==> src/design/axis_thrust_allocation_with_saturation_macros.svh <==
// Assertion macros for the thrust allocation block.
`ifndef AXIS_THRUST_ALLOCATION_WITH_SATURATION_MACROS_SVH
`define AXIS_THRUST_ALLOCATION_WITH_SATURATION_MACROS_SVH

`ifndef SYNTHESIS

// Same-cycle implication.
`define ATAS_ASSERT_IMPL(lbl, ck, rs, ante, cons) \
  lbl: assert property (@(posedge ck) disable iff (rs) (ante) |-> (cons)) \
    else $error("thrust allocation check failed");

// Next-cycle implication.
`define ATAS_ASSERT_NEXT(lbl, ck, rs, ante, cons) \
  lbl: assert property (@(posedge ck) disable iff (rs) (ante) |=> (cons)) \
    else $error("thrust allocation check failed");

`else

`define ATAS_ASSERT_IMPL(lbl, ck, rs, ante, cons)
`define ATAS_ASSERT_NEXT(lbl, ck, rs, ante, cons)

`endif

`endif

==> src/design/atas_pkg.sv <==
package atas_pkg;

  // Result count cap and fixed field widths
  localparam int RES_CAP = 4;
  localparam int IDX_W   = 2;
  localparam int DATA_W  = 32;
  localparam int LIM_W   = 31;
  localparam int QUO_W   = 31;
  localparam int CNT_W   = 5;
  localparam int PROD_W  = 64;
  localparam int OPND_W  = 33;
  localparam int ACC_W   = 34;

  // Input codes
  localparam logic ACT_LOAD    = 1'b0;
  localparam logic ACT_COMPUTE = 1'b1;
  localparam logic AXIS_THRUST = 1'b0;
  localparam logic AXIS_YAW    = 1'b1;

  // Configuration register indexes
  localparam logic [1:0] CFG_MOTORS = 2'd0;
  localparam logic [1:0] CFG_THRUST = 2'd1;
  localparam logic [1:0] CFG_YAW    = 2'd2;

  typedef struct packed {
    logic signed [DATA_W-1:0] gain_p;
    logic signed [DATA_W-1:0] gain_i;
    logic signed [DATA_W-1:0] gain_d;
  } gain_row_t;

  typedef enum logic [3:0] {
    S_IDLE,
    S_READ,
    S_MUL_P,
    S_MUL_I,
    S_MUL_D,
    S_SUM,
    S_TERM,
    S_CHECK,
    S_SC_MUL,
    S_SC_DIV,
    S_SC_WAIT,
    S_FIN,
    S_OUT
  } state_t;

  // Q16.16 product: floor shift by 16, saturate to 32 bits
  function automatic logic signed [DATA_W-1:0] qsat(input logic signed [PROD_W-1:0] p);
    logic signed [DATA_W-1:0] r;
    if (p[PROD_W-1:47] == {17{p[PROD_W-1]}}) begin
      r = p[47:16];
    end else if (p[PROD_W-1]) begin
      r = 32'sh8000_0000;
    end else begin
      r = 32'sh7fff_ffff;
    end
    return r;
  endfunction

  // Saturate a three-term sum to 32 bits
  function automatic logic signed [DATA_W-1:0] sat_sum(input logic signed [ACC_W-1:0] s);
    logic signed [DATA_W-1:0] r;
    if (s[ACC_W-1:DATA_W-1] == {3{s[ACC_W-1]}}) begin
      r = s[DATA_W-1:0];
    end else if (s[ACC_W-1]) begin
      r = 32'sh8000_0000;
    end else begin
      r = 32'sh7fff_ffff;
    end
    return r;
  endfunction

endpackage

==> src/design/atas_mul.sv <==
module atas_mul
  import atas_pkg::*;
(
  input  logic                     clk,
  input  logic                     en,
  input  logic signed [OPND_W-1:0] a,
  input  logic signed [OPND_W-1:0] b,
  output logic signed [PROD_W-1:0] prod
);

  logic signed [2*OPND_W-1:0] full;

  assign full = a * b;

  // Register the product; operands never need more than 64 result bits
  always_ff @(posedge clk) begin
    if (en) begin
      prod <= full[PROD_W-1:0];
    end
  end

endmodule

==> config.mk <==
export PLATFORM = sky130hd
export DESIGN_NAME = atas_mul
export DESIGN_NICKNAME = d
export VERILOG_FILES = /design/src/design/axis_thrust_allocation_with_saturation_macros.svh /design/src/design/atas_pkg.sv /design/src/design/atas_mul.sv
export SDC_FILE = /design/constraint.sdc
export NUM_CORES = 2
export LEC_CHECK = 0
export BUFFER_PORTS_ARGS = -buffer_cell sky130_fd_sc_hd__buf_2
export CORE_ASPECT_RATIO = 1.25
export CORE_MARGIN = 8
export CORE_UTILIZATION = 40
export DETAILED_ROUTE_END_ITERATION = 10
export GPL_TIMING_DRIVEN = 0
export SETUP_SLACK_MARGIN = 0.2
export SYNTH_ARGS = -nofsm -noshare
export SYNTH_HDL_FRONTEND = slang
export SYNTH_SLANG_ARGS = --single-unit
==> constraint.sdc <==
create_clock -name clk -period 22.3 [get_ports clk]
set_clock_uncertainty 0.1 [all_clocks]
set_input_delay 2.23 -clock clk [delete_from_list [all_inputs] [get_ports clk]]
set_output_delay 2.23 -clock clk [all_outputs]
set_load 0.02 [all_outputs]
==> flow_summary.ini <==
[place]
gp_congestion = 1.01
placement.io_buffers = 131
placedCellCount = 5658
dp.final_hpwl_mm = 130
post-place-ws_ps = 10130

[final_layout]
drive_gt1_share_pct = 3.51
stdcell_count = 5687
regMostFlops = prod
final_common_cell = fa_1
syn_to_final_growth_pct = 6.67
mostFrequentLayoutCells = fa_1 (1125), inv_1 (1086), and2_1 (548)
finalNetCount = 5754
top_regs = prod (64)
largest_register_ff_count = 64

[setup_path]
startpoint_type = input pin
critPathKind = in -> reg
crit_required_ps = 22400
cp-endpoint = prod[60]
critical_path_arrival_ps = 11900
worst_setup_path_end_kind = flip-flop
critPathLaunch = b[3]
worstPathMaxFanout = 10

[die]
dieArea_um2 = 111000
die-width_um = 299
io_pins = 132
start_util_pct = 40.2
die_h_um = 370
core_um2 = 100000
rows = 130

[routing]
wl_per_cell_um = 27.1
drt_pass1_iterations = 5
wirelength_mm = 154
vias = 29898
drtIter0Drc = 2180
ant_nets = 0
drc = 0
vias_per_cell = 5.26

[clock_tree]
clockRootBuffer = clkbuf_16
hold_buffers = 0
cts_setup_buffers = 0
clock_sinks = 64
h-tree-depth = 3
ctsResizeCount = 0
cts_tree = done
clockBufferDepth = 2
cts_buffers = 9
clk_pin_slew_worst_paths_ps = 60

[global_routing]
first_global_vias = 32901
grt_max_degree = 65
use_met2_pct = 46.2
grt_usage_pct = 28.0
grt_busiest_layer = met2
grt_pass1_wl_mm = 222
overflow = 0
antenna_found_initial = 23
grtUsageMet1_pct = 32.1
grt_util_met3_pct = 4.59

[outcome]
status = completed

[synthesis]
synthArstFlopShare_pct = 0
synthDistinctLibCells = 57
synth_edf_count = 64
synth-seq-area-share_pct = 4.78
synth_top_area_share_pct = 56.0
syn_area_um2 = 40200
ys.flop_type = edfxtp_1
yosysTopAreaCell = fa_1
synth_warnings = 0
syn_inst = 4207
yosys-top-cells-area = fa_1 (56%), inv_1 (10%), and2_1 (8.5%), ha_1 (6.6%), nand2_1 (5.1%)
syn_avg_cell_area_um2 = 9.55
ys_ff_latch = 64
synth_nets = 5612

[sta]
hold_viol = 0
drv_slew = 0
period_minus_slack_ps = 11800
rsz0062_at_grt = no
worstMarginPinSlew_ps = 1350
setup_viol = 0
worst_slew_margin_rel_pct = 10.1
max_freq_mhz = 84.8
fin_ws_ps = 10500
tns_ps = 0
min_period_over_period_pct = 52.9

[worst_hold_path]
min_path_type = in -> reg

[run]
max-cap-violations = 0
## cell families after synthesis
| family | share of synthesized area [%] |
|---|---|
| flops | 4.78 |
| simple gates | 15.5 |
| xor+xnor | 1.66 |
| compound gates | 3.20 |
| mux | 0.0249 |
| buf+inv | 12.2 |
| fa+ha+maj | 62.6 |
## worst min-delay path by stage
stage	slack, ps	depth (start not counted)	startpoint	to
floorplan	2240	0	en	prod[0]
global placement	2580	1	prod[8]	prod[8]
detailed placement	2580	1	prod[18]	prod[18]
CTS	2240	2	a[0]	prod[0]
global route	2250	2	a[0]	prod[0]
finish	2270	2	a[0]	prod[0]
## layout make-up
cell class / count / area (um^2)
Timing Repair Buffer: 131 / 658
Antenna cell: 13 / 32.5
Multi-Input combinational cell: 2835 / 33400
Clock buffer: 10 / 229
Buffer: 222 / 833
Fill cell: 10061 / 57200
Tap cell: 1320 / 1650
Sequential cell: 64 / 1920
Inverter: 1086 / 4080
Clock inverter: 6 / 108
## cells in the mapped netlist (all sizes together) (4+ instances only)
library cell and n:
xor2 21, inv 1086, a31oi 6, or3 4
nor3 12, fa 1125, nand2b 9, nor2 18
o21bai 7, o31ai 4, a211oi 9, nand3 18
nor4 4, a21o 18, and4 4, nand4 12
clkbuf 222, nand2 547, o21a 18, o21ai 36
xnor2 55, o211ai 7, a21boi 4, ha 212
and2 548, a21oi 70, and3 6, nor2b 32
edfxtp 64
## worst max-delay path, cell delays in order
cell      delay, ps
buf_2           190
clkbuf_1        840
nand2_1         230
inv_1           190
fa_1            460
fa_1            510
fa_1            890
inv_1           230
fa_1            850
inv_1           450
fa_1            600
fa_1            510
fa_1            760
inv_1           110
fa_1            490
inv_1            40
ha_1            250
clkbuf_1        320
nand3_1         200
nor4_1          410
nand3_1         120
o211ai_1        470
a211o_1         300
nand4_1         140
o311ai_2         90
## metrics by stage
stage / area (um^2) / hold WS [ps] / util [%]
2_1_floorplan: 40200 / 2240 / -
6_report: 42900 / 2270 / 42.8
4_1_cts: 42800 / 2240 / 42.8
3_3_place_gp: 42500 / 2580 / 42.5
5_1_grt: 42800 / 2250 / 42.8
3_5_place_dp: 42500 / 2580 / 42.5
## routing by layer
layer	vias up	share of wire (%)
met3	515	7.7
met5	-	0.035
li1	12297	-
met4	8	10
met1	15599	34
met2	1479	48
Power is left out: the tool's default activity adds up to more than one toggle a clock period on the data nets, which glitch-free logic cannot reach.
