$ cat src/design/axis_thrust_allocation_with_saturation_macros.svh
// Assertion macros for the thrust allocation block.
`ifndef AXIS_THRUST_ALLOCATION_WITH_SATURATION_MACROS_SVH
`define AXIS_THRUST_ALLOCATION_WITH_SATURATION_MACROS_SVH

`ifndef SYNTHESIS

// Same-cycle implication.
`define ATAS_ASSERT_IMPL(lbl, ck, rs, ante, cons) \
  lbl: assert property (@(posedge ck) disable iff (rs) (ante) |-> (cons)) \
    else $error("thrust allocation check failed");

// Next-cycle implication.
`define ATAS_ASSERT_NEXT(lbl, ck, rs, ante, cons) \
  lbl: assert property (@(posedge ck) disable iff (rs) (ante) |=> (cons)) \
    else $error("thrust allocation check failed");

`else

`define ATAS_ASSERT_IMPL(lbl, ck, rs, ante, cons)
`define ATAS_ASSERT_NEXT(lbl, ck, rs, ante, cons)

`endif

`endif

$ cat src/design/atas_pkg.sv
package atas_pkg;

  // Result count cap and fixed field widths
  localparam int RES_CAP = 4;
  localparam int IDX_W   = 2;
  localparam int DATA_W  = 32;
  localparam int LIM_W   = 31;
  localparam int QUO_W   = 31;
  localparam int CNT_W   = 5;
  localparam int PROD_W  = 64;
  localparam int OPND_W  = 33;
  localparam int ACC_W   = 34;

  // Input codes
  localparam logic ACT_LOAD    = 1'b0;
  localparam logic ACT_COMPUTE = 1'b1;
  localparam logic AXIS_THRUST = 1'b0;
  localparam logic AXIS_YAW    = 1'b1;

  // Configuration register indexes
  localparam logic [1:0] CFG_MOTORS = 2'd0;
  localparam logic [1:0] CFG_THRUST = 2'd1;
  localparam logic [1:0] CFG_YAW    = 2'd2;

  typedef struct packed {
    logic signed [DATA_W-1:0] gain_p;
    logic signed [DATA_W-1:0] gain_i;
    logic signed [DATA_W-1:0] gain_d;
  } gain_row_t;

  typedef enum logic [3:0] {
    S_IDLE,
    S_READ,
    S_MUL_P,
    S_MUL_I,
    S_MUL_D,
    S_SUM,
    S_TERM,
    S_CHECK,
    S_SC_MUL,
    S_SC_DIV,
    S_SC_WAIT,
    S_FIN,
    S_OUT
  } state_t;

  // Q16.16 product: floor shift by 16, saturate to 32 bits
  function automatic logic signed [DATA_W-1:0] qsat(input logic signed [PROD_W-1:0] p);
    logic signed [DATA_W-1:0] r;
    if (p[PROD_W-1:47] == {17{p[PROD_W-1]}}) begin
      r = p[47:16];
    end else if (p[PROD_W-1]) begin
      r = 32'sh8000_0000;
    end else begin
      r = 32'sh7fff_ffff;
    end
    return r;
  endfunction

  // Saturate a three-term sum to 32 bits
  function automatic logic signed [DATA_W-1:0] sat_sum(input logic signed [ACC_W-1:0] s);
    logic signed [DATA_W-1:0] r;
    if (s[ACC_W-1:DATA_W-1] == {3{s[ACC_W-1]}}) begin
      r = s[DATA_W-1:0];
    end else if (s[ACC_W-1]) begin
      r = 32'sh8000_0000;
    end else begin
      r = 32'sh7fff_ffff;
    end
    return r;
  endfunction

endpackage

$ cat src/design/atas_divider.sv
module atas_divider
  import atas_pkg::*;
(
  input  logic                   clk,
  input  logic                   rst,
  input  logic                   start,
  input  logic [PROD_W-2:0]      dividend,
  input  logic [DATA_W-1:0]      divisor,
  output logic                   busy,
  output logic                   done,
  output logic [QUO_W-1:0]       quot
);

  logic [DATA_W-1:0] rem;
  logic [QUO_W-1:0]  shreg;
  logic [DATA_W-1:0] dvs;
  logic [CNT_W-1:0]  cnt;
  logic [DATA_W:0]   trial;
  logic [DATA_W:0]   diff;
  logic              qbit;

  // One restoring step: bring down a bit, subtract if it fits
  assign trial = {rem, shreg[QUO_W-1]};
  assign diff  = trial - {1'b0, dvs};
  assign qbit  = (trial >= {1'b0, dvs});

  always_ff @(posedge clk) begin
    if (rst) begin
      busy <= 1'b0;
      done <= 1'b0;
      cnt  <= '0;
    end else begin
      done <= 1'b0;
      if (start) begin
        busy <= 1'b1;
        cnt  <= CNT_W'(QUO_W);
      end else if (busy) begin
        cnt <= cnt - 1'b1;
        if (cnt == CNT_W'(1)) begin
          busy <= 1'b0;
          done <= 1'b1;
        end
      end
    end
  end

  // Quotient is known to fit in 31 bits, so the top bits seed the remainder
  always_ff @(posedge clk) begin
    if (start) begin
      rem   <= dividend[PROD_W-2:QUO_W];
      shreg <= dividend[QUO_W-1:0];
      dvs   <= divisor;
    end else if (busy) begin
      rem   <= qbit ? diff[DATA_W-1:0] : trial[DATA_W-1:0];
      shreg <= {shreg[QUO_W-2:0], 1'b0};
      quot  <= {quot[QUO_W-2:0], qbit};
    end
  end

endmodule

$ cat config.mk
export PLATFORM = sky130hd
export DESIGN_NAME = atas_divider
export DESIGN_NICKNAME = d
export VERILOG_FILES = /design/src/design/axis_thrust_allocation_with_saturation_macros.svh /design/src/design/atas_pkg.sv /design/src/design/atas_divider.sv
export SDC_FILE = /design/constraint.sdc
export NUM_CORES = 1
export LEC_CHECK = 0
export BUFFER_PORTS_ARGS = -buffer_cell sky130_fd_sc_hd__buf_2
export CAP_MARGIN = 20
export CORE_UTILIZATION = 31
export CTS_BUF_LIST = sky130_fd_sc_hd__clkbuf_8
export CTS_CLUSTER_SIZE = 20
export DETAILED_ROUTE_END_ITERATION = 10
export SETUP_SLACK_MARGIN = 0.02
export SYNTH_ARGS = -nofsm -noshare
export SYNTH_HDL_FRONTEND = slang
export SYNTH_SLANG_ARGS = --single-unit
$ cat constraint.sdc
create_clock -name clk -period 3.4 [get_ports clk]
set_clock_uncertainty 0.2 [all_clocks]
set_input_delay 0.51 -clock clk [delete_from_list [all_inputs] [get_ports clk]]
set_output_delay 0.51 -clock clk [all_outputs]
set_load 0.02 [all_outputs]
==> run_results.csv, run 1 <==
group,metric,value,unit
power,p_per_area,634,nW/um^2
placement,globalplace.congestion,0.801,
clocking,clkLatencyLatePin,0.46,ns
clocking,cts-root-buf,"clkbuf_8",
yosys,syn_area,7090,sq um
drt,num_vias,5142,
yosys,synth_cells,598,
global_routing,grt_usage,0.143,
global_routing,grt_overflow_total,0,
hold_path,hold_depth,1,
timing,fmax,317,MHz
critical_path,critPathCaptureType,"flip-flop",
drt,drtAntennaViolNets,0,
critical_path,crit_arrival,3.25,ns
hold_path,min_to,"dvs[7]$_DFFE_PP_",
drt,routed_via_density,4.93,
yosys,synth-seq-area-share,0.554,
critical_path,cp_slowest_cell,"edfxtp_1",
placement,io_buffers,130,
floorplanning,rows,54,
drt,drtIter0Drc,345,
global_routing,grt_start_max_net_pins,59,
timing,final-max-slew-violation-count,0,
timing,period_share,0.928,
yosys,synth_most_common_cell,"edfxtp_1",
floorplanning,die_y,153,microns
critical_path,max_stage_delay,0.44,ns
critical_path,r2r_setup_slack,0.24,ns
clocking,cts_tree,"yes",
clocking,numCtsBuffers,17,
global_routing,grt_pass1_wl,26200,microns
timing,final_period_minus_worst_setup_slack,3.16,ns
critical_path,cp-start-kind,"flip-flop",
drt,firstDrtPassIters,5,
critical_path,rr_endpoint,"rem[9]$_DFFE_PP_",
timing,timing.hold.ws,0.0330,ns
yosys,synthTopCellsByArea,"edfxtp_1 53%, ha_1 6.0%, mux2_2 4.9%",
yosys,synth_top_area_frac,0.534,
yosys,ys_top_cells_by_count,"126 x edfxtp_1, 56 x nand2_1, 39 x inv_1",
clocking,htree_levels,4,
placement,place_ws,0.233,ns
floorplanning,die_width,153,microns
critical_path,crit_family,"simple AND/OR/NAND/NOR gates",
timing,setup_slack,0.244,ns
critical_path,crit_fanout,18,
drt,wl,16200,microns
yosys,async_reset_ff_frac,0,
placement,dp_hpwl,11600,microns
clocking,clk_pin_slew,0.08,ns
layout,fill_cells,2154,
floorplanning,start_util,0.321,
yosys,syn_avg_cell_area,11.8,sq um
layout,syn2layout_area_growth,22.1,%
global_routing,antenna_found_initial,0,
yosys,synth-main-ff-cell,"edfxtp_1",
power,p_leak,3.54,nW
layout,layout.nets,883,
yosys,synth_edf_count,126,
flow_run,cap_viol_max_count,0,
yosys,ys_types,62,
timing,worstMarginPinSlew,0.895,ns
timing,finalSetupViolCount,0,
hold_path,min_from,"divisor[7]",
yosys,yosys.area.top_type,"edfxtp_1",
drt,drc,0,
outcome,outcome,"finished clean",
floorplanning,io-pin-count,131,
layout,antenna_cells,0,
critical_path,cp.required,3.50,ns
clocking,clockBufferDepth,2,
drt,wl_per_cell,15.5,microns
timing,slew_headroom,0.403,
floorplanning,die-area,23500,sq um
critical_path,crit_type,"flip-flop to flip-flop",
critical_path,r2r_start,"rem[9]$_DFFE_PP_",
yosys,synth_nets,731,
critical_path,worst_r2r_path_depth,10,
floorplanning,core-area,22100,sq um
timing,fin_setup_tns,0,ns
clocking,clock-sinks,133,
yosys,ys_seq_elements,133,
timing,rsz0062_at_grt,"false",
hold_path,min_path_type,"input port to flip-flop",
layout,layout-drive-gt1-share,0.308,
critical_path,cp_cell_sequence,"ha_1 > nand3_1 > or3_4 > a31oi_4 > o21ai_2 > a211oi_4 > nor2_4 > buf_4 > or3_1 > a2bb2oi_1",
power,peakVddDrop,307,uV
critical_path,path_buf_inv,1,
critical_path,cp-startpoint,"rem[9]$_DFFE_PP_",
timing,hold_viol_final,0,
global_routing,grt_pass1_vias,5085,
yosys,yosys_warnings,0,
[logic make-up (layout without fill, tap and decap cells)]
family	after synthesis	after routing	share of synthesized area
simple gates	165	165	0.117
mux	35	35	0.0549
compound gates	142	142	0.140
flops	133	133	0.554
xor+xnor	26	26	0.0321
buf+inv	62	227	0.0390
fa+ha+maj	35	35	0.0629
[worst max-delay path by stage]
stage | to | slack [ns] | cells after the start
2_1_floorplan | rem[21]$_DFFE_PP_ | 0.48 | 9
5_1_grt | rem[9]$_DFFE_PP_ | 0.04 | 10
3_5_place_dp | rem[21]$_DFFE_PP_ | 0.23 | 10
3_3_place_gp | rem[31]$_DFFE_PP_ | 0.27 | 10
4_1_cts | rem[9]$_DFFE_PP_ | 0.19 | 10
6_report | rem[9]$_DFFE_PP_ | 0.24 | 10
[registers in the layout (all words and copies together), names as in the netlist]
signal / flops
dvs: 32
rem: 32
quot: 31
shreg: 31
cnt: 5
busy: 1
done: 1
[cell type report]
cell class	instances	area (sq um)	share of cell area
tap	280	350	0.0405
clock inverter	14	189	0.0218
clock buffer	18	248	0.0286
inverter	40	150	0.0174
sequential	133	3920	0.454
multi-input combinational	403	2900	0.335
timing repair buffer	155	888	0.103
[placed cells by master (no fill, tap or decap), types with 6 or more instances in the layout]
| cell | count |
|---|---|
| buf_2 | 129 |
| dlygate4sd3_1 | 9 |
| nand2_1 | 56 |
| nor3_1 | 13 |
| o21ai_0 | 18 |
| edfxtp_1 | 126 |
| a31oi_1 | 21 |
| inv_6 | 6 |
| xnor2_1 | 16 |
| mux2_2 | 31 |
| xor2_1 | 10 |
| nand3_1 | 13 |
| clkbuf_8 | 18 |
| nor2_1 | 34 |
| a211oi_1 | 6 |
| inv_1 | 39 |
| a21oi_1 | 34 |
| dfxtp_1 | 7 |
| o21a_1 | 9 |
| ha_1 | 32 |
| buf_4 | 15 |
| and3_1 | 9 |
| a21o_1 | 17 |
[stage by stage]
| stage | cells | utilization | area [sq um] | power [mW] |
|---|---|---|---|---|
| detailed placement | 1002 | 0.367 | 8110 | 4.01 |
| floorplan | 598 | - | 7090 | 3.57 |
| global route | 1043 | 0.391 | 8650 | 5.83 |
| global placement | 1002 | 0.367 | 8110 | 4.00 |
| CTS | 1042 | 0.390 | 8630 | 5.52 |
| finish | 1043 | 0.391 | 8650 | 5.48 |
[per-layer routing]
metal / routed length (microns) / part of all wire / global-route usage / vias up
li1: - / - / - / 2540
met1: 7810 / 0.48 / 0.194 / 2438
met2: 7310 / 0.45 / 0.223 / 146
met3: 876 / 0.054 / 0.0363 / 18
met4: 217 / 0.013 / 0.0481 / 0
met5: 0 / 0 / 0 / -
[power breakdown]
part           internal [mW]  switching (mW)  leakage, nW
clock network          0.770           0.713        0.216
registers               2.05          0.0970         1.29
logic                  0.794            1.05         2.04
[what timing repair did]
item	in CTS	in global routing
hold endpoints to repair	8	1
gates resized for setup	0	6
hold buffers	8	1
setup endpoints to repair	0	6
buffers inserted	0	0
Power figures use the tool's default switching activity.
==> run 2, diff against run 1 <==
Settings changed: GPL_TIMING_DRIVEN set to 0.
==> run_results.csv, run 2 (synthesis gave the netlist of run 1 again) <==
group,metric,value,unit
placement,io_buffers,130,
layout,final_common_cell,"buf_2",
layout,post-route-util,0.398,
clocking,clock-sinks,133,
timing,final_period_minus_worst_setup_slack,3.23,ns
critical_path,r2r_setup_slack,0.17,ns
clocking,numCtsBuffers,17,
drt,wl_per_cell,16.3,microns
layout,layout.nets,899,
floorplanning,rows,54,
timing,finalSetupViolCount,0,
power,p_per_area,632,nW/um^2
power,peakVddDrop,243,uV
drt,wl,17300,microns
critical_path,cp.required,3.41,ns
global_routing,grt_start_max_net_pins,42,
drt,highest_layer,"met4",
clocking,cts-root-buf,"clkbuf_8",
layout,finish.instance_area,8790,sq um
power,finalPower,5.56,mW
placement,place_area,8120,sq um
hold_path,min_to,"dvs[7]$_DFFE_PP_",
drt,firstDrtPassIters,6,
global_routing,grt_pass1_vias,5216,
critical_path,crit_fanout,6,
timing,hold_viol_final,0,
critical_path,rr_endpoint,"rem[28]$_DFFE_PP_",
critical_path,critPathCaptureType,"flip-flop",
clocking,clockBufferDepth,2,
layout,fill_cells,2168,
layout,antenna_cells,0,
critical_path,cp_slowest_cell,"edfxtp_1",
drt,num_vias,5222,
layout,reg_top3,"dvs: 32 flops, rem: 32 flops",
clocking,cts_tree,"yes",
critical_path,path_buf_inv,2,
critical_path,crit_type,"flip-flop to flip-flop",
timing,final-max-slew-violation-count,0,
floorplanning,start_util,0.321,
timing,worstMarginPinSlew,0.835,ns
hold_path,min_from,"divisor[7]",
layout,mostFrequentLayoutCells,"132 x buf_2, 126 x edfxtp_1, 56 x nand2_1",
hold_path,min_path_type,"input port to flip-flop",
critical_path,max_stage_delay,0.43,ns
placement,dp_hpwl,12400,microns
floorplanning,die_y,153,microns
global_routing,grt_overflow_total,0,
layout,multi_input_area,2970,sq um
drt,drc,0,
critical_path,crit_family,"simple AND/OR/NAND/NOR gates",
global_routing,grt_pass1_wl,27200,microns
critical_path,crit_arrival,3.24,ns
drt,wl_met2,7840,microns
clocking,clk_pin_slew,0.08,ns
clocking,clkLatencyLatePin,0.46,ns
global_routing,grt_usage,0.151,
critical_path,r2r_start,"rem[17]$_DFFE_PP_",
critical_path,cp_cell_sequence,"ha_1 > and3_1 > buf_6 > nand3_2 > or3b_4 > a21oi_4 > a211oi_4 > buf_4 > nor2_2 > nor2_1 > a221o_1",
layout,syn2layout_area_growth,24.1,%
drt,wl_met1,8230,microns
drt,dr_wl_met3,950,microns
layout,register_area,3920,sq um
global_routing,antenna_found_initial,0,
layout,layout-drive-gt1-share,0.312,
timing,period_share,0.950,
floorplanning,core-area,22100,sq um
drt,drtIter0Drc,364,
critical_path,cp-start-kind,"flip-flop",
clocking,htree_levels,4,
timing,rsz0062_at_grt,"false",
timing,fmax,310,MHz
placement,globalplace.congestion,0.845,
floorplanning,die_width,153,microns
hold_path,hold_depth,1,
drt,routed_via_density,4.93,
floorplanning,io-pin-count,131,
flow_run,cap_viol_max_count,0,
floorplanning,die-area,23500,sq um
power,p_leak,3.59,nW
drt,drtAntennaViolNets,0,
timing,slew_headroom,0.442,
critical_path,worst_r2r_path_depth,11,
outcome,outcome,"finished clean",
==> run 2: cell count changes in the layout (fill, tap and decap cells not counted), moves of 3 or more <==
cell           change
dlygate4sd3_1      +3
buf_2              +3
ha_1               -4
clkbuf_1          +11
buf_4              -8
a21oi_2            +4
a21oi_1            -4
buf_6              +5
==> run 2: timing repair <==
| action | in CTS | in global routing |
|---|---|---|
| hold buffers | 11 | 1 |
| setup buffers | 0 | 5 |
| endpoints found under the hold margin | 11 | 1 |
| resized for setup | 0 | 18 |
| endpoints found under the setup margin | 0 | 9 |
==> run 2: metal layers <==
layer,vias up,GRT usage
met5,-,0
met4,0,0.0568
met3,23,0.0371
met2,163,0.237
met1,2464,0.200
li1,2572,-
==> run 2: through the flow <==
step	TNS, ns	worst slack (ns)	hold WS, ns	std cells
floorplan	0	0.485	0.321	598
CTS	0	0.0594	0.000943	1052
finish	0	0.171	0.0279	1059
detailed placement	0	0.00887	0.227	1009
global placement	-60.68	-0.724	0.225	1008
global route	0	0.0227	0.00298	1059
==> run 2: power breakdown <==
group          internal [mW]  switching, mW  leakage, nW
registers               2.05          0.101         1.29
clock network          0.778          0.686        0.225
logic                  0.837           1.10         2.07
==> run 2: worst max-delay path by stage <==
stage | from | endpoint | slack, ns | depth (start not counted)
finish | rem[17]$_DFFE_PP_ | rem[28]$_DFFE_PP_ | 0.17 | 11
global route | rem[14]$_DFFE_PP_ | rem[27]$_DFFE_PP_ | 0.02 | 13
CTS | shreg[30]$_DFFE_PP_ | rem[28]$_DFFE_PP_ | 0.06 | 12
detailed placement | start | shreg[14]$_DFFE_PP_ | 0.009 | 5
global placement | start | quot[3]$_DFFE_PP_ | -0.72 | 4
floorplan | rem[0]$_DFFE_PP_ | rem[21]$_DFFE_PP_ | 0.48 | 9
==> run 2: layout make-up <==
class	count	share of cell area
flip-flops and latches	133	0.446
multi-input cells	404	0.338
repair buffers	148	0.0942
well taps	280	0.0399
clock buffers	19	0.0297
clock inverters	13	0.0195
inverters	40	0.0174
plain buffers	22	0.0148
