$ cat src/design/axis_thrust_allocation_with_saturation_macros.svh
// Assertion macros for the thrust allocation block.
`ifndef AXIS_THRUST_ALLOCATION_WITH_SATURATION_MACROS_SVH
`define AXIS_THRUST_ALLOCATION_WITH_SATURATION_MACROS_SVH

`ifndef SYNTHESIS

// Same-cycle implication.
`define ATAS_ASSERT_IMPL(lbl, ck, rs, ante, cons) \
  lbl: assert property (@(posedge ck) disable iff (rs) (ante) |-> (cons)) \
    else $error("thrust allocation check failed");

// Next-cycle implication.
`define ATAS_ASSERT_NEXT(lbl, ck, rs, ante, cons) \
  lbl: assert property (@(posedge ck) disable iff (rs) (ante) |=> (cons)) \
    else $error("thrust allocation check failed");

`else

`define ATAS_ASSERT_IMPL(lbl, ck, rs, ante, cons)
`define ATAS_ASSERT_NEXT(lbl, ck, rs, ante, cons)

`endif

`endif

$ cat src/design/atas_pkg.sv
package atas_pkg;

  // Result count cap and fixed field widths
  localparam int RES_CAP = 4;
  localparam int IDX_W   = 2;
  localparam int DATA_W  = 32;
  localparam int LIM_W   = 31;
  localparam int QUO_W   = 31;
  localparam int CNT_W   = 5;
  localparam int PROD_W  = 64;
  localparam int OPND_W  = 33;
  localparam int ACC_W   = 34;

  // Input codes
  localparam logic ACT_LOAD    = 1'b0;
  localparam logic ACT_COMPUTE = 1'b1;
  localparam logic AXIS_THRUST = 1'b0;
  localparam logic AXIS_YAW    = 1'b1;

  // Configuration register indexes
  localparam logic [1:0] CFG_MOTORS = 2'd0;
  localparam logic [1:0] CFG_THRUST = 2'd1;
  localparam logic [1:0] CFG_YAW    = 2'd2;

  typedef struct packed {
    logic signed [DATA_W-1:0] gain_p;
    logic signed [DATA_W-1:0] gain_i;
    logic signed [DATA_W-1:0] gain_d;
  } gain_row_t;

  typedef enum logic [3:0] {
    S_IDLE,
    S_READ,
    S_MUL_P,
    S_MUL_I,
    S_MUL_D,
    S_SUM,
    S_TERM,
    S_CHECK,
    S_SC_MUL,
    S_SC_DIV,
    S_SC_WAIT,
    S_FIN,
    S_OUT
  } state_t;

  // Q16.16 product: floor shift by 16, saturate to 32 bits
  function automatic logic signed [DATA_W-1:0] qsat(input logic signed [PROD_W-1:0] p);
    logic signed [DATA_W-1:0] r;
    if (p[PROD_W-1:47] == {17{p[PROD_W-1]}}) begin
      r = p[47:16];
    end else if (p[PROD_W-1]) begin
      r = 32'sh8000_0000;
    end else begin
      r = 32'sh7fff_ffff;
    end
    return r;
  endfunction

  // Saturate a three-term sum to 32 bits
  function automatic logic signed [DATA_W-1:0] sat_sum(input logic signed [ACC_W-1:0] s);
    logic signed [DATA_W-1:0] r;
    if (s[ACC_W-1:DATA_W-1] == {3{s[ACC_W-1]}}) begin
      r = s[DATA_W-1:0];
    end else if (s[ACC_W-1]) begin
      r = 32'sh8000_0000;
    end else begin
      r = 32'sh7fff_ffff;
    end
    return r;
  endfunction

endpackage

$ cat src/design/atas_gain_mem.sv
module atas_gain_mem
  import atas_pkg::*;
#(
  parameter int ROWS   = 8,
  parameter int ADDR_W = 3
) (
  input  logic              clk,
  input  logic              rst,
  input  logic              wr_en,
  input  logic [ADDR_W-1:0] wr_addr,
  input  gain_row_t         wr_data,
  input  logic              rd_en,
  input  logic [ADDR_W-1:0] rd_addr,
  output gain_row_t         rd_data
);

  gain_row_t mem [ROWS];
  logic [ROWS-1:0] row_valid;

  // Track written rows; unwritten rows read as zero
  always_ff @(posedge clk) begin
    if (rst) begin
      row_valid <= '0;
    end else if (wr_en) begin
      row_valid[wr_addr] <= 1'b1;
    end
  end

  always_ff @(posedge clk) begin
    if (wr_en) begin
      mem[wr_addr] <= wr_data;
    end
  end

  // Registered read port, holds when not enabled
  always_ff @(posedge clk) begin
    if (rd_en) begin
      rd_data <= row_valid[rd_addr] ? mem[rd_addr] : '0;
    end
  end

endmodule

$ cat config.mk
export PLATFORM = sky130hd
export DESIGN_NAME = atas_gain_mem
export DESIGN_NICKNAME = d
export VERILOG_FILES = /design/src/design/axis_thrust_allocation_with_saturation_macros.svh /design/src/design/atas_pkg.sv /design/src/design/atas_gain_mem.sv
export SDC_FILE = /design/constraint.sdc
export NUM_CORES = 1
export LEC_CHECK = 0
export BUFFER_PORTS_ARGS = -buffer_cell sky130_fd_sc_hd__buf_2
export CORE_MARGIN = 4
export CORE_UTILIZATION = 60
export CTS_CLUSTER_DIAMETER = 60
export DETAILED_ROUTE_END_ITERATION = 12
export PLACE_DENSITY = 0.89
export SLEW_MARGIN = 20
export SYNTH_ARGS = -nofsm -noshare
export SYNTH_HDL_FRONTEND = slang
export SYNTH_SLANG_ARGS = --single-unit
$ cat constraint.sdc
create_clock -name clk -period 27.3 [get_ports clk]
set_clock_uncertainty 0.05 [all_clocks]
set_input_delay 4.095 -clock clk [delete_from_list [all_inputs] [get_ports clk]]
set_output_delay 4.095 -clock clk [all_outputs]
set_load 0.01 [all_outputs]
==> results of run 1 <==
==> power breakdown <==
part	internal (W)	switching [W]
Clock	0.000654	0.000481
Sequential	0.00152	0.0000144
Combinational	0.0000585	0.0000802
==> worst max path at each step <==
stage | slack (ns) | end | start
detailed placement | 19.54 | rd_data[13] | rd_addr[0]
global placement | 19.57 | rd_data[13] | rd_addr[0]
floorplan | 12.25 | mem[0][0] | wr_addr[0]
finish | 20.38 | rd_data[50] | rd_addr[0]
CTS | 20.13 | rd_data[75] | rd_addr[0]
global route | 20.01 | rd_data[66] | rd_addr[0]
==> sequential cells by signal, summed over array words and instances, names as in the netlist <==
register,flops
mem,768
row_valid,8
rd_data,96
==> cell usage after synthesis (2+ instances only) <==
library cell / number / area (µm²)
edfxtp_1: 864 / 25900
mux4_2: 194 / 4370
nor2_1: 107 / 402
mux2i_1: 96 / 961
buf_2: 29 / 145
clkbuf_1: 24 / 90.1
buf_1: 9 / 33.8
dfxtp_1: 8 / 160
o21ba_2: 3 / 30.0
and4b_1: 2 / 20.0
buf_4: 2 / 15.0
nand2_1: 2 / 7.51
nor4bb_1: 2 / 20.0
==> metrics by stage <==
step           total power (W)  instances  utilization  worst slack, ns
3_5_place_dp           0.00170       2194        0.645            19.54
5_1_grt                0.00290       2352        0.696            20.01
6_report               0.00281       2359        0.696            20.38
2_1_floorplan          0.00164       1346            -            12.25
3_3_place_gp           0.00169       2194        0.645            19.57
4_1_cts                0.00283       2345        0.696            20.13
==> per-layer routing <==
layer	track usage	routed length (µm)	vias up
met1	0.335	25800	7836
met4	0.0703	1290	18
met3	0.0552	6150	106
li1	-	-	6153
met5	0	118	-
met2	0.399	34900	756
==> kinds of logic after synthesis <==
group | count (synthesis) | synth area share
AOI/OAI and AO/OA | 3 | 0.000931
buffers and inverters | 64 | 0.00881
DFF | 872 | 0.810
muxes | 291 | 0.166
and+or+nand+nor | 116 | 0.0146
==> cell type report <==
cell class	count	share of cell area
sequential	872	0.709
antenna	14	0.000951
clock inverter	53	0.0134
multi-input combinational	410	0.161
tap	688	0.0234
timing repair buffer	224	0.0330
clock buffer	98	0.0597
==> tightest hold or removal path: stages, from the launching register on <==
cell and delay (ns):
dfxtp_1 0.32, nor2_1 0.04, nor2_1 0.07
==> flow_metrics.py, run 1 <==
metrics = {
    "sta": {
        "maxClockFrequency_ghz": 0.144,
        "slew_headroom": 0.286,
        "rsz0062_at_grt": "false",
        "tightestPinTransition_ns": 1.07,
        "timing.final.hold_violations": 0,
        "finalSetupViolCount": 0,
        "period_needed_ns": 6.92,
        "whs_ns": 0.416,
        "period_share": 0.254,
        "slew_viol_final": 0,
        "fin_tns_setup_ns": 0,
    },
    "synth": {
        "synth_flop_cell": "edfxtp_1",
        "async_flop_share": 0,
        "synth-seq-cells": 872,
        "synthDistinctLibCells": 17,
        "postSynthAreaPerCell_um2": 24.0,
        "synth_cells": 1346,
        "ys_seq_area_frac": 0.810,
        "syn_area_um2": 32200,
        "synth_edf_count": 864,
        "syn_nets": 1452,
        "synth_warnings": 0,
    },
    "layout": {
        "nFillCells": 2998,
        "finalInstanceArea_um2": 36800,
        "drive_gt1_frac": 0.331,
        "mostFrequentLayoutCells": "edfxtp_1 (864), buf_2 (197), mux4_2 (194), nor2_1 (106), mux2i_1 (96)",
        "final_common_cell": "edfxtp_1",
        "syn_to_final_growth_pct": 14.2,
        "nets": 1699,
        "seq_area_um2": 26100,
        "multi_input_area_um2": 5910,
    },
    "global_route": {
        "track_usage": 0.242,
        "grt_start_max_net_pins": 74,
        "grt_pass1_wl_mm": 102,
        "antenna_found_initial": 19,
        "grt_pass1_vias": 15900,
        "grt_overflow_total": 0,
    },
    "setup_path": {
        "path_max_fanout": 57,
        "start_kind": "primary input",
        "reg2reg_from": "row_valid[5]",
        "slowest_stage": "buf_4",
        "worstRegToRegCells": 4,
        "slowest_delay_ns": 0.88,
        "crit_family": "buffers and inverters",
        "crit_arrival_ns": 7.20,
        "r2r_slack_ns": 24.99,
        "timing.rr.end": "rd_data[11]",
        "cp.required_ns": 27.57,
        "cp-end-kind": "flip-flop",
        "path_common_cell": "buf_4",
        "worstPathCellList": "buf_8 > buf_4 > buf_4 > mux4_2 > mux2i_1 > nor2_1",
        "path_buf_inv": 3,
        "critical_path_class": "primary input to flip-flop",
        "cp.depth": 6,
    },
    "clock_tree": {
        "cts.clk_slew.worst_paths_ns": 0.06,
        "cts.sinks": 872,
        "clockBufferDepth": 3,
        "post_cts_buffers": 0,
        "cts_buffers": 85,
        "hold_buffers": 0,
        "clock_latency_ns": 0.62,
        "htreeDepth": 3,
        "cts_tree": "yes",
        "cts_root_buf": "clkbuf_16",
        "ctsResizeCount": 0,
    },
    "place": {
        "place_area_um2": 34100,
        "finalWeightedCongestion": 0.704,
        "dp_hpwl_mm": 35.1,
        "portBuffers": 201,
    },
    "drt": {
        "vias": 14900,
        "drc_errors": 0,
        "wl_per_cell_um": 29.0,
        "routed_wirelength_mm": 68.3,
        "drt_iter0_markers": 1745,
        "vias_per_cell": 6.30,
        "antenna_left": 0,
        "dr.pass1.iters": 5,
    },
    "power": {
        "cellPowerDensity_nw_per_um2": 76.3,
        "vdd_ir_drop_max_uv": 54.9,
        "p_leak_nw": 12.3,
    },
    "worst_hold_path": {
        "hold_path.class": "flip-flop to flip-flop",
        "hp-start": "row_valid[0]",
        "holdPathEnd": "row_valid[0]",
        "min_path_cells": 2,
    },
    "floorplanning": {
        "io_pins": 202,
        "die_h_um": 240,
        "die_w_um": 240,
        "core_um2": 52900,
        "die-area_um2": 57500,
        "initial_core_util": 0.610,
        "row_count": 84,
    },
    "run_status": {
        "status": "complete, no violations",
    },
    "flow_run": {
        "max_cap_viol_count": 0,
    },
}
(Power assumes the default switching activity.)
==> run 2, diff against run 1 <==
--- a/config.mk
+++ b/config.mk
@@ -5,12 +5,13 @@
 export SDC_FILE = /design/constraint.sdc
 export NUM_CORES = 1
 export LEC_CHECK = 0
+export ABC_AREA = 1
 export BUFFER_PORTS_ARGS = -buffer_cell sky130_fd_sc_hd__buf_2
 export CORE_MARGIN = 4
-export CORE_UTILIZATION = 60
+export CORE_UTILIZATION = 55
 export CTS_CLUSTER_DIAMETER = 60
 export DETAILED_ROUTE_END_ITERATION = 12
-export PLACE_DENSITY = 0.89
+export PLACE_DENSITY = 0.86
 export SLEW_MARGIN = 20
 export SYNTH_ARGS = -nofsm -noshare
 export SYNTH_HDL_FRONTEND = slang
==> constraint.sdc (replaced) <==
create_clock -name clk -period 6.16 [get_ports clk]
set_clock_uncertainty 0.05 [all_clocks]
set_input_delay 0.924 -clock clk [delete_from_list [all_inputs] [get_ports clk]]
set_output_delay 0.924 -clock clk [all_outputs]
set_load 0.01 [all_outputs]
==> flow_metrics.py, run 2 <==
metrics = {
    "sta": {
        "fin_tns_setup_ns": 0,
        "tightestPinTransition_ns": 1.31,
        "slew_viol_final": 0,
        "period_needed_ns": 3.31,
        "timing.final.hold_violations": 0,
        "period_share": 0.537,
        "finalSetupViolCount": 0,
        "maxClockFrequency_ghz": 0.302,
        "slew_headroom": 0.130,
        "rsz0062_at_grt": "false",
    },
    "drt": {
        "antenna_left": 0,
        "wl_per_cell_um": 17.7,
        "drc_errors": 0,
        "drt_iter0_markers": 2538,
        "vias": 24900,
        "routed_wirelength_mm": 85.1,
        "vias_per_cell": 5.18,
        "dr.pass1.iters": 6,
    },
    "synth": {
        "synth_edf_count": 864,
        "syn_nets": 3793,
        "syn_area_um2": 37400,
        "async_flop_share": 0,
        "postSynthAreaPerCell_um2": 10.2,
        "yosysTopAreaCell": "edfxtp_1",
        "synth_top_area_frac": 0.693,
        "synthTopCellsByCount": "nand2_1 (1364), inv_1 (879), edfxtp_1 (864), nand3_1 (388), buf_2 (102)",
        "synth_cells": 3687,
        "synthDistinctLibCells": 15,
        "synth_warnings": 0,
        "synth_flop_cell": "edfxtp_1",
        "yosysMostFrequentCell": "nand2_1",
        "netlist_top_cells_area": "edfxtp_1 (69%), nand2_1 (14%), inv_1 (8.8%), nand3_1 (5.2%), buf_2 (1.4%)",
        "synth-seq-cells": 872,
        "ys_seq_area_frac": 0.697,
    },
    "layout": {
        "mostFrequentLayoutCells": "nand2_1 (1364), inv_1 (873), edfxtp_1 (864), nand3_1 (388), buf_2 (197)",
        "final_common_cell": "nand2_1",
        "nets": 3955,
        "regMostFlops": "mem",
        "reg_top3": "mem (768), rd_data (96), row_valid (8)",
        "nFillCells": 4827,
        "largest_reg_flops": 768,
        "syn_to_final_growth_pct": 12.2,
        "utilization": 0.625,
        "drive_gt1_frac": 0.0971,
    },
    "floorplanning": {
        "die-area_um2": 72300,
        "core_um2": 67300,
        "die_w_um": 269,
        "io_pins": 202,
        "initial_core_util": 0.557,
        "row_count": 95,
        "die_h_um": 269,
    },
    "setup_path": {
        "cp-end-kind": "flip-flop",
        "worstPathCellList": "buf_8 > inv_8 > nand2_1 > nand3_1 > nand2_1 > nand2_1 > nand2_4 > buf_4 > nand2_1 > inv_1",
        "slowest_delay_ns": 0.55,
        "critical_path_class": "primary input to flip-flop",
        "path_max_fanout": 117,
        "slowest_stage": "buf_4",
        "cp.required_ns": 6.61,
        "crit_family": "buffers and inverters",
        "path_common_cell": "nand2_1",
        "path_buf_inv": 4,
        "crit_arrival_ns": 3.76,
        "start_kind": "primary input",
    },
    "global_route": {
        "grt_pass1_wl_mm": 132,
        "antenna_found_initial": 19,
        "track_usage": 0.235,
        "grt_overflow_total": 0,
        "grt_pass1_vias": 24800,
        "grt_start_max_net_pins": 198,
    },
    "clock_tree": {
        "cts_buffers": 88,
        "cts.sinks": 872,
        "clock_latency_ns": 0.63,
        "hold_buffers": 0,
        "cts_tree": "yes",
        "clockBufferDepth": 3,
        "cts_root_buf": "clkbuf_16",
        "post_cts_buffers": 0,
        "ctsResizeCount": 0,
        "cts.clk_slew.worst_paths_ns": 0.06,
        "htreeDepth": 3,
    },
    "flow_run": {
        "max_cap_viol_count": 0,
    },
    "power": {
        "vdd_ir_drop_max_uv": 243,
        "seq_power_share": 0.519,
        "p_switching_w": 0.00292,
        "p_leak_nw": 19.9,
        "pwr-share-clk": 0.415,
        "sw_frac_of_total": 0.223,
        "cellPowerDensity_nw_per_um2": 312,
        "combPwrFrac": 0.066,
        "intPower_w": 0.0102,
    },
    "place": {
        "portBuffers": 201,
        "dp_hpwl_mm": 45.1,
        "finalWeightedCongestion": 0.761,
    },
    "run_status": {
        "status": "complete, no violations",
    },
    "worst_hold_path": {
        "hold_path.class": "flip-flop to flip-flop",
    },
}
[run 2: cell count changes after synthesis, sizes merged, moves of 2 or more]
cell / change
buf: +111
clkbuf: -15
nand3: +388
nor2: -98
and4b: -2
a21oi: +6
mux2i: -97
mux4: -194
nor4bb: -2
o21ba: -3
inv: +886
nand2: +1363
[run 2: path summary, 6_finish.rpt]
kind	startpoint	end	slack (ns)	cells past startpoint
min	row_valid[3]	row_valid[3]	0.41	2
max reg2reg	row_valid[2]	rd_data[11]	4.03	9
min reg2reg	row_valid[3]	row_valid[3]	0.41	2
max	rd_addr[0]	rd_data[11]	2.85	10
[run 2: kinds of logic after synthesis]
family | count (synthesis) | share of synthesized area
AOI/OAI and AO/OA | 6 | 0.000802
buffers and inverters | 1046 | 0.112
DFF | 872 | 0.697
and+or+nand+nor | 1763 | 0.190
[run 2: layout make-up]
cell class	count	area (µm²)	area share
multi-input cells	1769	7160	0.170
inverters	886	3360	0.0799
flip-flops and latches	872	26100	0.621
well taps	873	1090	0.0260
repair buffers	232	1300	0.0310
clock buffers	100	2270	0.0540
clock inverters	64	696	0.0166
diodes	16	40.0	0.000953
[run 2: power groups by stage]
| stage | combinational [W] | clock (W) | sequential [W] |
|---|---|---|---|
| final | 0.000870 | 0.00544 | 0.00681 |
| after global routing | 0.000972 | 0.00576 | 0.00683 |
| after CTS | 0.000867 | 0.00549 | 0.00682 |
| after detailed placement | 0.000857 | 0 | 0.00694 |
| after global placement | 0.000820 | 0 | 0.00693 |
| after floorplan | 0.000517 | 0 | 0.00696 |
[run 2: worst register-to-register path: cells and delay by family, from the launching register on]
family                 cells  cell delay [ns]
buffers and inverters      3             0.72
flip-flops                 1             0.31
AND/OR/NAND/NOR            6             0.91
[run 2: routing by layer]
metal	part of all wire	wire length [µm]	track usage
met3	0.082	7020	0.0381
met5	0.00096	82	0
met4	0.037	3130	0.115
met2	0.50	42700	0.403
met1	0.38	32200	0.292
[run 2: stage by stage]
stage	instances	instance area (µm²)	hold slack [ns]	total power [W]	worst slack (ns)
floorplan	3687	37400	0.385	0.00747	0.516
global placement	4631	39000	0.395	0.00775	2.40
detailed placement	4631	39000	0.402	0.00780	2.32
CTS	4795	42000	0.411	0.0132	2.96
global route	4805	42000	0.437	0.0136	2.72
finish	4812	42000	0.412	0.0131	2.85
==> run 3, diff against run 2 <==
==> constraint.sdc (replaced) <==
create_clock -name clk -period 2.7 [get_ports clk]
set_clock_uncertainty 0.05 [all_clocks]
set_input_delay 0.405 -clock clk [delete_from_list [all_inputs] [get_ports clk]]
set_output_delay 0.405 -clock clk [all_outputs]
set_load 0.01 [all_outputs]
==> flow_metrics.py, run 3 (same netlist as run 2, synthesis figures left out) <==
metrics = {
    "drt": {
        "vias": 25300,
        "routed_wirelength_mm": 84.9,
        "antenna_left": 0,
        "dr.pass1.iters": 5,
        "wl_per_cell_um": 17.3,
        "drt_iter0_markers": 2648,
        "vias_per_cell": 5.17,
        "drc_errors": 0,
    },
    "floorplanning": {
        "die-area_um2": 72300,
        "io_pins": 202,
        "die_h_um": 269,
        "row_count": 95,
        "initial_core_util": 0.557,
        "die_w_um": 269,
        "core_um2": 67300,
    },
    "sta": {
        "slew_viol_final": 0,
        "rsz0062_at_grt": "false",
        "period_needed_ns": 1.73,
        "period_share": 0.640,
        "timing.final.hold_violations": 0,
        "tightestPinTransition_ns": 0.918,
        "fin_tns_setup_ns": 0,
        "finalSetupViolCount": 0,
        "slew_headroom": 0.388,
        "setup_ws_ns": 0.972,
        "maxClockFrequency_ghz": 0.579,
    },
    "place": {
        "place_ws_ns": 0.484,
        "portBuffers": 201,
        "dp_hpwl_mm": 43.2,
        "place_area_um2": 39400,
        "finalWeightedCongestion": 0.788,
    },
    "layout": {
        "regMostFlops": "mem",
        "nets": 4050,
        "drive_gt1_frac": 0.0928,
        "mostFrequentLayoutCells": "nand2_1 (1363), inv_1 (873), edfxtp_1 (864), nand3_1 (388), buf_2 (197)",
        "final_common_cell": "nand2_1",
        "finalInstanceArea_um2": 43100,
        "reg_top3": "mem (768), rd_data (96), row_valid (8)",
        "largest_reg_flops": 768,
        "nFillCells": 4579,
        "syn_to_final_growth_pct": 15.0,
    },
    "setup_path": {
        "start_kind": "flip-flop",
        "path_max_fanout": 1,
        "cp.required_ns": 2.25,
        "crit_family": "flip-flops",
        "cp-end-kind": "primary output",
        "path_buf_inv": 1,
        "worstPathCellList": "buf_2",
        "crit_arrival_ns": 1.27,
        "critical_path_class": "flip-flop to primary output",
        "slowest_delay_ns": 0.47,
        "slowest_stage": "edfxtp_1",
    },
    "flow_run": {
        "max_cap_viol_count": 0,
    },
    "global_route": {
        "grt_pass1_vias": 25100,
        "grt_start_max_net_pins": 179,
        "track_usage": 0.234,
        "grt_util_met3": 0.0453,
        "top_usage_layer": "met2",
        "antenna_found_initial": 12,
        "grt_util_met2": 0.408,
        "grt_pass1_wl_mm": 131,
        "grt_overflow_total": 0,
        "grtUsageMet1": 0.282,
    },
    "power": {
        "cellPowerDensity_nw_per_um2": 682,
        "intPower_w": 0.0229,
        "sw_frac_of_total": 0.221,
        "p_switching_w": 0.00649,
        "seq_power_share": 0.530,
        "p_leak_nw": 20.2,
        "vdd_ir_drop_max_uv": 388,
        "pwr-share-clk": 0.397,
        "combPwrFrac": 0.073,
    },
    "clock_tree": {
        "cts_buffers": 85,
        "cts.sinks": 872,
        "cts_tree": "yes",
        "cts_root_buf": "clkbuf_16",
        "ctsResizeCount": 0,
        "cts.clk_slew.worst_paths_ns": 0.06,
        "clock_latency_ns": 0.64,
        "htreeDepth": 3,
        "clockBufferDepth": 3,
    },
    "run_status": {
        "status": "complete, no violations",
    },
    "worst_hold_path": {
        "hold_path.class": "primary input to flip-flop",
    },
}
-- run 3: power by group through the flow --
stage / clock, W / combinational, W / sequential [W]
floorplan: 0 / 0.00118 / 0.0159
finish: 0.0117 / 0.00214 / 0.0155
detailed placement: 0 / 0.00199 / 0.0158
CTS: 0.0118 / 0.00213 / 0.0155
global placement: 0 / 0.00191 / 0.0158
global route: 0.0124 / 0.00239 / 0.0156
-- run 3: per-stage QoR --
step	cells	hold slack, ns	util	total power [W]
global route	4891	0.0183	0.640	0.0304
global placement	4637	0.396	0.585	0.0177
CTS	4883	0.000827	0.640	0.0295
floorplan	3687	0.385	-	0.0170
detailed placement	4637	0.409	0.585	0.0178
finish	4893	0.0319	0.640	0.0293
-- run 3: final timing paths --
check	startpoint	endpoint	slack, ns	cells after the start
max	rd_data[72]	rd_data[72]	0.97	1
min	wr_data[34]	mem[6][34]	0.03	1
max reg2reg	row_valid[6]	rd_data[59]	0.99	9
min reg2reg	row_valid[7]	row_valid[7]	0.42	2
-- run 3: area by class of cell --
type,instances,area (µm²),area share
repair buffers,330,2550,0.0593
multi-input cells,1769,7180,0.167
well taps,873,1090,0.0254
clock inverters,44,452,0.0105
flip-flops and latches,872,26100,0.606
inverters,886,3360,0.0781
clock buffers,109,2290,0.0532
diodes,10,25.0,0.000581
-- run 3: routing by layer --
layer | share of wire | up-vias
met5 | 0.00048 | -
met2 | 0.51 | 1322
met1 | 0.36 | 11800
met4 | 0.038 | 6
li1 | - | 11900
met3 | 0.091 | 244
-- run 3: timing repair --
action	CTS	global route
buffers inserted	0	0
hold buffers	93	0
endpoints found under the setup margin	0	0
endpoints found under the hold margin	740	0
